[src/rtl/lkvc_pkg.sv]
// lkvc_pkg: shared constants for the LRU key-value cache.
// No dependencies; used by lru_key_value_cache, lkvc_checker and tb_top.
package lkvc_pkg;

   // default sizes
   localparam int CAPACITY_DEF   = 16;
   localparam int KEY_BITS_DEF   = 16;
   localparam int VALUE_BITS_DEF = 32;

   // capacity register
   localparam int              CFG_W       = 5;
   localparam logic [CFG_W-1:0] CAP_RESET  = 5'd16;

   // csr port
   localparam int CSR_ADDR_W = 3;
   localparam int CSR_DATA_W = 32;
   localparam logic CSR_IDX_CAPACITY = 1'b0;

   // operation codes
   localparam logic OP_GET = 1'b0;
   localparam logic OP_PUT = 1'b1;

endpackage

[src/rtl/lru_key_value_cache.sv]
// lru_key_value_cache: fully associative key-value cache with LRU replacement.
// Depends on lkvc_pkg (sizes, register layout, op codes).
//
//  channel   ports                                      handshake
//  -------   -----------------------------------------  ---------------------------
//  request   req_op, req_key, req_value                 start & !busy
//  result    rsp_hit, rsp_read_value, rsp_evicted,      rsp_valid strobe, one cycle
//            rsp_evicted_key
//  csr       psel, penable, pwrite, paddr, pwdata,      APB write on access phase
//            prdata, pready
//
// One item per cycle. An accepted item is held in the request register, looked
// up and applied to the entry registers, and its beat is shown on the rsp_
// ports from the result register. The rate is set by the parallel key compare
// and rank update across all entry registers. busy never rises.
// Reset clears all entries and sets the capacity to 16.
// The receiver cannot stall; every result beat is taken when shown.
module lru_key_value_cache #(
   parameter int CAPACITY   = lkvc_pkg::CAPACITY_DEF,
   parameter int KEY_BITS   = lkvc_pkg::KEY_BITS_DEF,
   parameter int VALUE_BITS = lkvc_pkg::VALUE_BITS_DEF
) (
   input  logic                            clock,
   input  logic                            reset,
   // request
   input  logic                            start,
   output logic                            busy,
   input  logic                            req_op,
   input  logic [KEY_BITS-1:0]             req_key,
   input  logic [VALUE_BITS-1:0]           req_value,
   // result
   output logic                            rsp_valid,
   output logic                            rsp_hit,
   output logic [VALUE_BITS-1:0]           rsp_read_value,
   output logic                            rsp_evicted,
   output logic [KEY_BITS-1:0]             rsp_evicted_key,
   // csr
   input  logic                            psel,
   input  logic                            penable,
   input  logic                            pwrite,
   input  logic [lkvc_pkg::CSR_ADDR_W-1:0] paddr,
   input  logic [lkvc_pkg::CSR_DATA_W-1:0] pwdata,
   output logic [lkvc_pkg::CSR_DATA_W-1:0] prdata,
   output logic                            pready
);

   localparam int RANK_W = $clog2(CAPACITY);
   localparam int CNT_W  = $clog2(CAPACITY + 1);
   localparam int CFG_W  = lkvc_pkg::CFG_W;
   localparam int CW     = (CNT_W > CFG_W) ? CNT_W : CFG_W;

   // csr
   logic [CFG_W-1:0] cap_ff;
   logic             csr_wr;

   // request register
   logic                  req_valid_ff;
   logic                  req_op_ff;
   logic [KEY_BITS-1:0]   req_key_ff;
   logic [VALUE_BITS-1:0] req_value_ff;

   // entry registers
   logic [KEY_BITS-1:0]   key_ff   [CAPACITY];
   logic [VALUE_BITS-1:0] value_ff [CAPACITY];
   logic [RANK_W-1:0]     rank_ff  [CAPACITY];
   logic [RANK_W-1:0]     rank_in  [CAPACITY];
   logic [CAPACITY-1:0]   valid_ff;
   logic [CAPACITY-1:0]   valid_in;
   logic [CAPACITY-1:0]   key_we;
   logic [CAPACITY-1:0]   value_we;
   logic [CNT_W-1:0]      count_ff;
   logic [CNT_W-1:0]      count_in;

   // result register
   logic                  rsp_valid_ff;
   logic                  rsp_hit_ff,     rsp_hit_in;
   logic [VALUE_BITS-1:0] rsp_value_ff,   rsp_value_in;
   logic                  rsp_evicted_ff, rsp_evicted_in;
   logic [KEY_BITS-1:0]   rsp_evkey_ff,   rsp_evkey_in;

   assign busy   = 1'b0;
   assign pready = 1'b1;
   assign csr_wr = psel && penable && pwrite;

   always_comb begin
      prdata = '0;
      if (paddr[2] == lkvc_pkg::CSR_IDX_CAPACITY) begin
         prdata = lkvc_pkg::CSR_DATA_W'(cap_ff);
      end
   end

   always_ff @(posedge clock) begin
      if (reset) begin
         cap_ff <= lkvc_pkg::CAP_RESET;
      end else if (csr_wr && paddr[2] == lkvc_pkg::CSR_IDX_CAPACITY) begin
         cap_ff <= pwdata[CFG_W-1:0];
      end
   end

   // request register
   always_ff @(posedge clock) begin
      if (reset) begin
         req_valid_ff <= 1'b0;
      end else begin
         req_valid_ff <= start;
      end
   end

   always_ff @(posedge clock) begin
      if (start) begin
         req_op_ff    <= req_op;
         req_key_ff   <= req_key;
         req_value_ff <= req_value;
      end
   end

   // lookup and update
   always_comb begin
      logic [CW-1:0]         eff_cap;
      logic [CW-1:0]         count_ext;
      logic [CNT_W-1:0]      count_dec;
      logic [RANK_W-1:0]     last_rank;
      logic [CAPACITY-1:0]   match;
      logic [CAPACITY-1:0]   old_pre;
      logic [CAPACITY-1:0]   old_post;
      logic [CAPACITY-1:0]   ev_sel;
      logic [CAPACITY-1:0]   valid_mid;
      logic [CAPACITY-1:0]   free_sel;
      logic [RANK_W-1:0]     rank_t [CAPACITY];
      logic [RANK_W-1:0]     hit_rank;
      logic [VALUE_BITS-1:0] hit_value;
      logic                  hit;
      logic                  is_put;
      logic                  do_evict;
      logic                  found;

      if (cap_ff == '0) begin
         eff_cap = CW'(1);
      end else if (CW'(cap_ff) > CW'(CAPACITY)) begin
         eff_cap = CW'(CAPACITY);
      end else begin
         eff_cap = CW'(cap_ff);
      end
      count_ext = CW'(count_ff);
      count_dec = count_ff - CNT_W'(1);
      last_rank = count_dec[RANK_W-1:0];
      is_put    = (req_op_ff == lkvc_pkg::OP_PUT);

      hit_rank  = '0;
      hit_value = '0;
      for (int i = 0; i < CAPACITY; i++) begin
         match[i]  = valid_ff[i] && (key_ff[i] == req_key_ff);
         hit_rank  = hit_rank | (rank_ff[i] & {RANK_W{match[i]}});
         hit_value = hit_value | (value_ff[i] & {VALUE_BITS{match[i]}});
      end
      hit = |match;

      // ranks after making the hit entry most recent
      for (int i = 0; i < CAPACITY; i++) begin
         if (match[i]) begin
            rank_t[i] = '0;
         end else if (valid_ff[i] && rank_ff[i] < hit_rank) begin
            rank_t[i] = rank_ff[i] + RANK_W'(1);
         end else begin
            rank_t[i] = rank_ff[i];
         end
         old_pre[i]  = valid_ff[i] && (rank_ff[i] == last_rank);
         old_post[i] = valid_ff[i] && (rank_t[i] == last_rank);
      end

      if (hit) begin
         do_evict = is_put && (count_ext > eff_cap);
         ev_sel   = do_evict ? old_post : '0;
      end else begin
         do_evict = is_put && (count_ext >= eff_cap);
         ev_sel   = do_evict ? old_pre : '0;
      end
      valid_mid = valid_ff & ~ev_sel;

      // first free slot after any eviction
      found    = 1'b0;
      free_sel = '0;
      for (int i = 0; i < CAPACITY; i++) begin
         if (!valid_mid[i] && !found) begin
            free_sel[i] = 1'b1;
            found       = 1'b1;
         end
      end

      rsp_evkey_in = '0;
      for (int i = 0; i < CAPACITY; i++) begin
         rsp_evkey_in = rsp_evkey_in | (key_ff[i] & {KEY_BITS{ev_sel[i]}});
      end
      rsp_evicted_in = do_evict;
      rsp_hit_in     = hit;
      rsp_value_in   = (hit && !is_put) ? hit_value : '0;

      valid_in = valid_ff;
      count_in = count_ff;
      key_we   = '0;
      value_we = '0;
      for (int i = 0; i < CAPACITY; i++) begin
         rank_in[i] = rank_ff[i];
      end

      if (req_valid_ff) begin
         if (hit) begin
            for (int i = 0; i < CAPACITY; i++) begin
               rank_in[i] = rank_t[i];
            end
            valid_in = valid_mid;
            value_we = is_put ? match : '0;
            if (do_evict) begin
               count_in = count_dec;
            end
         end else if (is_put) begin
            for (int i = 0; i < CAPACITY; i++) begin
               if (free_sel[i]) begin
                  rank_in[i] = '0;
               end else if (valid_mid[i]) begin
                  rank_in[i] = rank_ff[i] + RANK_W'(1);
               end
            end
            valid_in = valid_mid | free_sel;
            key_we   = free_sel;
            value_we = free_sel;
            if (!do_evict) begin
               count_in = count_ff + CNT_W'(1);
            end
         end
      end
   end

   always_ff @(posedge clock) begin
      if (reset) begin
         valid_ff <= '0;
         count_ff <= '0;
         for (int i = 0; i < CAPACITY; i++) begin
            rank_ff[i] <= '0;
         end
      end else begin
         valid_ff <= valid_in;
         count_ff <= count_in;
         for (int i = 0; i < CAPACITY; i++) begin
            rank_ff[i] <= rank_in[i];
         end
      end
   end

   always_ff @(posedge clock) begin
      for (int i = 0; i < CAPACITY; i++) begin
         if (key_we[i]) begin
            key_ff[i] <= req_key_ff;
         end
         if (value_we[i]) begin
            value_ff[i] <= req_value_ff;
         end
      end
   end

   // result register
   always_ff @(posedge clock) begin
      if (reset) begin
         rsp_valid_ff <= 1'b0;
      end else begin
         rsp_valid_ff <= req_valid_ff;
      end
   end

   always_ff @(posedge clock) begin
      if (req_valid_ff) begin
         rsp_hit_ff     <= rsp_hit_in;
         rsp_value_ff   <= rsp_value_in;
         rsp_evicted_ff <= rsp_evicted_in;
         rsp_evkey_ff   <= rsp_evkey_in;
      end
   end

   assign rsp_valid       = rsp_valid_ff;
   assign rsp_hit         = rsp_hit_ff;
   assign rsp_read_value  = rsp_value_ff;
   assign rsp_evicted     = rsp_evicted_ff;
   assign rsp_evicted_key = rsp_evkey_ff;

endmodule

[config.mk]
export PLATFORM = sky130hd
export DESIGN_NAME = lru_key_value_cache
export DESIGN_NICKNAME = d
export VERILOG_FILES = /design/src/rtl/lkvc_pkg.sv /design/src/rtl/lru_key_value_cache.sv
export SDC_FILE = /design/constraint.sdc
export NUM_CORES = 2
export LEC_CHECK = 0
export BUFFER_PORTS_ARGS = -buffer_cell sky130_fd_sc_hd__buf_4
export CAP_MARGIN = 40
export CELL_PAD_IN_SITES_DETAIL_PLACEMENT = 1
export CELL_PAD_IN_SITES_GLOBAL_PLACEMENT = 1
export CORE_MARGIN = 4
export CORE_UTILIZATION = 46
export DETAILED_ROUTE_END_ITERATION = 8
export HOLD_SLACK_MARGIN = 0.1
export PLACE_DENSITY = 0.8
export SLEW_MARGIN = 15
export SYNTH_ARGS = -nofsm -noshare
export SYNTH_HDL_FRONTEND = slang
export SYNTH_SLANG_ARGS = --single-unit
[constraint.sdc]
create_clock -name clock -period 7.6 [get_ports clock]
set_input_delay 1.9 -clock clock [delete_from_list [all_inputs] [get_ports clock]]
set_output_delay 1.9 -clock clock [all_outputs]
set_load 0.03 [all_outputs]
==> impl_metrics.py <==
metrics = {
    "yosys": {
        "synth_cells": 4018,
        "seq_area_frac_synth": 0.577,
        "synth_top_area_frac": 0.539,
        "netlist_area_um2": 48300,
        "synth_flop_cell": "edfxtp_1",
        "synth_edf_count": 867,
        "avgSynthCellArea_um2": 12.0,
        "ys_warn_count": 0,
        "synth_top_area_cell": "edfxtp_1",
        "yosysMostFrequentCell": "edfxtp_1",
        "ys_top_cells_by_count": "867 x edfxtp_1, 273 x xnor2_1, 234 x nand2_1, 186 x nor2_1, 179 x clkbuf_1",
        "async_flop_share": 0,
        "synthTopCellsByArea": "edfxtp_1 54%, xnor2_1 4.9%, dfxtp_1 3.8%",
        "ys_ff_latch": 959,
        "ys_types": 124,
    },
    "clock_network": {
        "clk_pin_slew_worst_paths_ns": 0.06,
        "numCtsBuffers": 100,
        "clk_latency_ns": 0.74,
        "cts_tree": "done",
        "cts_hold_buffers": 0,
        "root_buffer": "clkbuf_16",
        "numClockSinks": 959,
        "htreeDepth": 3,
        "clk_path_buf_depth": 3,
    },
    "grt": {
        "grt_usage": 0.357,
        "grt_max_degree": 51,
        "grt_overflow": 0,
        "grt_pass1_vias": 40400,
        "grt_pass1_wl_mm": 290,
        "antenna_found_initial": 8,
    },
    "detailed_routing": {
        "wl_per_cell_um": 35.7,
        "drt-pass1-iter-count": 8,
        "vias": 40500,
        "via_per_inst": 7.11,
        "drt.antenna.violating_nets": 0,
        "route.detailed.drc": 0,
        "wirelength_mm": 204,
        "first_iter_violations": 6630,
    },
    "critical_path": {
        "endpoint_kind": "flip-flop",
        "critPathMaxFanout": 25,
        "crit_type": "flip-flop to flip-flop",
        "worst_ep_arrival_time_ns": 7.95,
        "max_stage_delay_ns": 0.71,
        "path_cells": "buf_4, xnor2_1, nand4_1, nor4_2, and3_2, a22oi_1, nand3_1, nor2_4, buf_8, ha_1, nand2_1, mux2_4, o41ai_1, o21ai_0, and4b_1, a31oi_1, nor4bb_4, nor3b_1, and4_1, nand3_2, nor3_2, o21bai_4, buf_12",
        "slowest_stage": "nor4_2",
        "crit_path_start_kind": "flip-flop",
        "worst_ep_required_time_ns": 7.98,
    },
    "sta": {
        "rsz0062_at_grt": "false",
        "fin_worst_skew_ns": 0.0620,
        "setup_ws_ns": 0.0283,
        "fin_crit_sh": 0.996,
        "hold_violations": 0,
        "fmax_ghz": 0.132,
        "slew_headroom": 0.273,
        "slew_violations": 0,
        "final-setup-viol-count": 0,
        "tightestPinTransition_ns": 1.09,
        "finalCriticalPeriod_ns": 7.57,
    },
    "placed_design": {
        "dp_hpwl_mm": 134,
        "portBuffers": 116,
        "dp_cells": 5499,
        "place.gp.congestion": 1.05,
        "post-place-ws_ns": 0.290,
    },
    "layout": {
        "num-fill-cells": 10600,
        "multi_input_area_um2": 19000,
        "layout.area.seq_um2": 27900,
        "post-route-util": 0.534,
        "fin_cells": 5699,
        "layout-drive-gt1-share": 0.165,
        "area_delta_synth_final_pct": 14.9,
        "nNetsFinal": 4364,
    },
    "floorplanning": {
        "start_util": 0.465,
        "dieArea_um2": 110000,
        "io_pins": 175,
        "rows": 118,
        "core_um2": 104000,
        "dieHeight_um": 332,
        "die_w_um": 332,
    },
    "flow_run": {
        "cap_violations": 0,
    },
    "pwr": {
        "ir_worst_vdd_v": 0.000220,
        "powerDensity_nw_per_um2": 208,
        "p_leak_nw": 18.0,
    },
    "hold_path": {
        "worstHoldPathType": "flip-flop to flip-flop",
    },
    "outcome": {
        "status": "complete, no violations",
    },
}
## where the power goes
| group | total, W | internal [W] | switching, W | leakage [nW] |
|---|---|---|---|---|
| logic | 0.000637 | 0.000213 | 0.000424 | 7.83 |
| registers | 0.00592 | 0.00583 | 0.0000899 | 8.62 |
| clock network | 0.00499 | 0.00277 | 0.00222 | 1.59 |
| total | 0.0115 | 0.00881 | 0.00274 | 18.0 |
## worst max-delay path, delay by kind of cell (launching register included)
| kind | cells | cell delay (ns) |
|---|---|---|
| simple gates | 12 | 3.56 |
| compound gates | 5 | 1.26 |
| buf+inv | 3 | 0.73 |
| flops | 1 | 0.64 |
| fa+ha+maj | 1 | 0.43 |
| mux | 1 | 0.32 |
| xor+xnor | 1 | 0.26 |
## registers in the layout (all words and copies together), names as in the netlist
register         cells
rank_ff             64
rsp_evicted_key     16
rsp_read_value      32
rsp_evicted          1
req_valid_ff         1
req_op_ff            1
cap_ff               5
req_value_ff        32
count_ff             5
value_ff           512
valid_ff            16
key_ff             256
req_key_ff          16
rsp_valid            1
rsp_hit              1
## per-stage QoR
stage / hold WS (ns) / total power, W / setup TNS (ns) / instance area [um^2]
2_1_floorplan: 0.472 / 0.00638 / -6.18 / 48500
6_report: 0.524 / 0.0115 / 0 / 55500
3_5_place_dp: 0.510 / 0.00662 / 0 / 52100
4_1_cts: 0.525 / 0.0115 / 0 / 55300
5_1_grt: 0.584 / 0.0118 / 0 / 55500
3_3_place_gp: 0.505 / 0.00659 / 0 / 51900
## kinds of logic (layout without fill, tap and decap cells)
logic type,after synthesis,count (layout),synth area share
compound gates,1117,1117,0.176
flops,959,959,0.577
fa+ha+maj,62,62,0.0151
buf+inv,398,670,0.0394
xor+xnor,332,332,0.0608
mux,40,40,0.00870
simple gates,1108,1108,0.123
other cells,2,31,0.000155
## worst paths after layout
kind                               startpoint          endpoint  cells past startpoint  slack [ns]
worst max-delay path            req_key_ff[7]  value_ff[1][236]                     23        0.03
worst min-delay path                cap_ff[0]         cap_ff[0]                      2        0.52
worst max register to register  req_key_ff[7]  value_ff[1][236]                     23        0.03
worst min register to register      cap_ff[0]         cap_ff[0]                      2        0.52
## routing by layer
layer,GRT usage,vias up,share of wire
met5,0.00825,-,0.00090
li1,-,16300,-
met3,0.0981,775,0.12
met1,0.457,20300,0.37
met4,0.189,6,0.063
met2,0.554,3207,0.45
## cells in the final DEF, fill, tap and decap left out, drive strengths merged, types with 98 or more instances in the layout
cell    instances
xnor2         276
buf           392
a22o          116
nand2         236
a21oi         130
a221oi        105
inv            98
clkbuf        120
a22oi         137
nor2          188
nand3         161
edfxtp        867
nor3          100
o21ai         143
## area by class of cell
| cell class | count | share of cell area |
|---|---|---|
| Inverter | 92 | 0.00622 |
| Clock inverter | 65 | 0.0117 |
| Antenna cell | 2 | 0.0000901 |
| Clock buffer | 119 | 0.0467 |
| Multi-Input combinational cell | 2688 | 0.342 |
| Sequential cell | 959 | 0.502 |
| Tap cell | 1380 | 0.0311 |
| Timing Repair Buffer | 394 | 0.0604 |
## repair_timing
action | in CTS | in global routing
endpoints found under the setup margin | 0 | 155
setup buffers | 0 | 10
resized for setup | 0 | 3
Power figures use the tool's default switching activity.
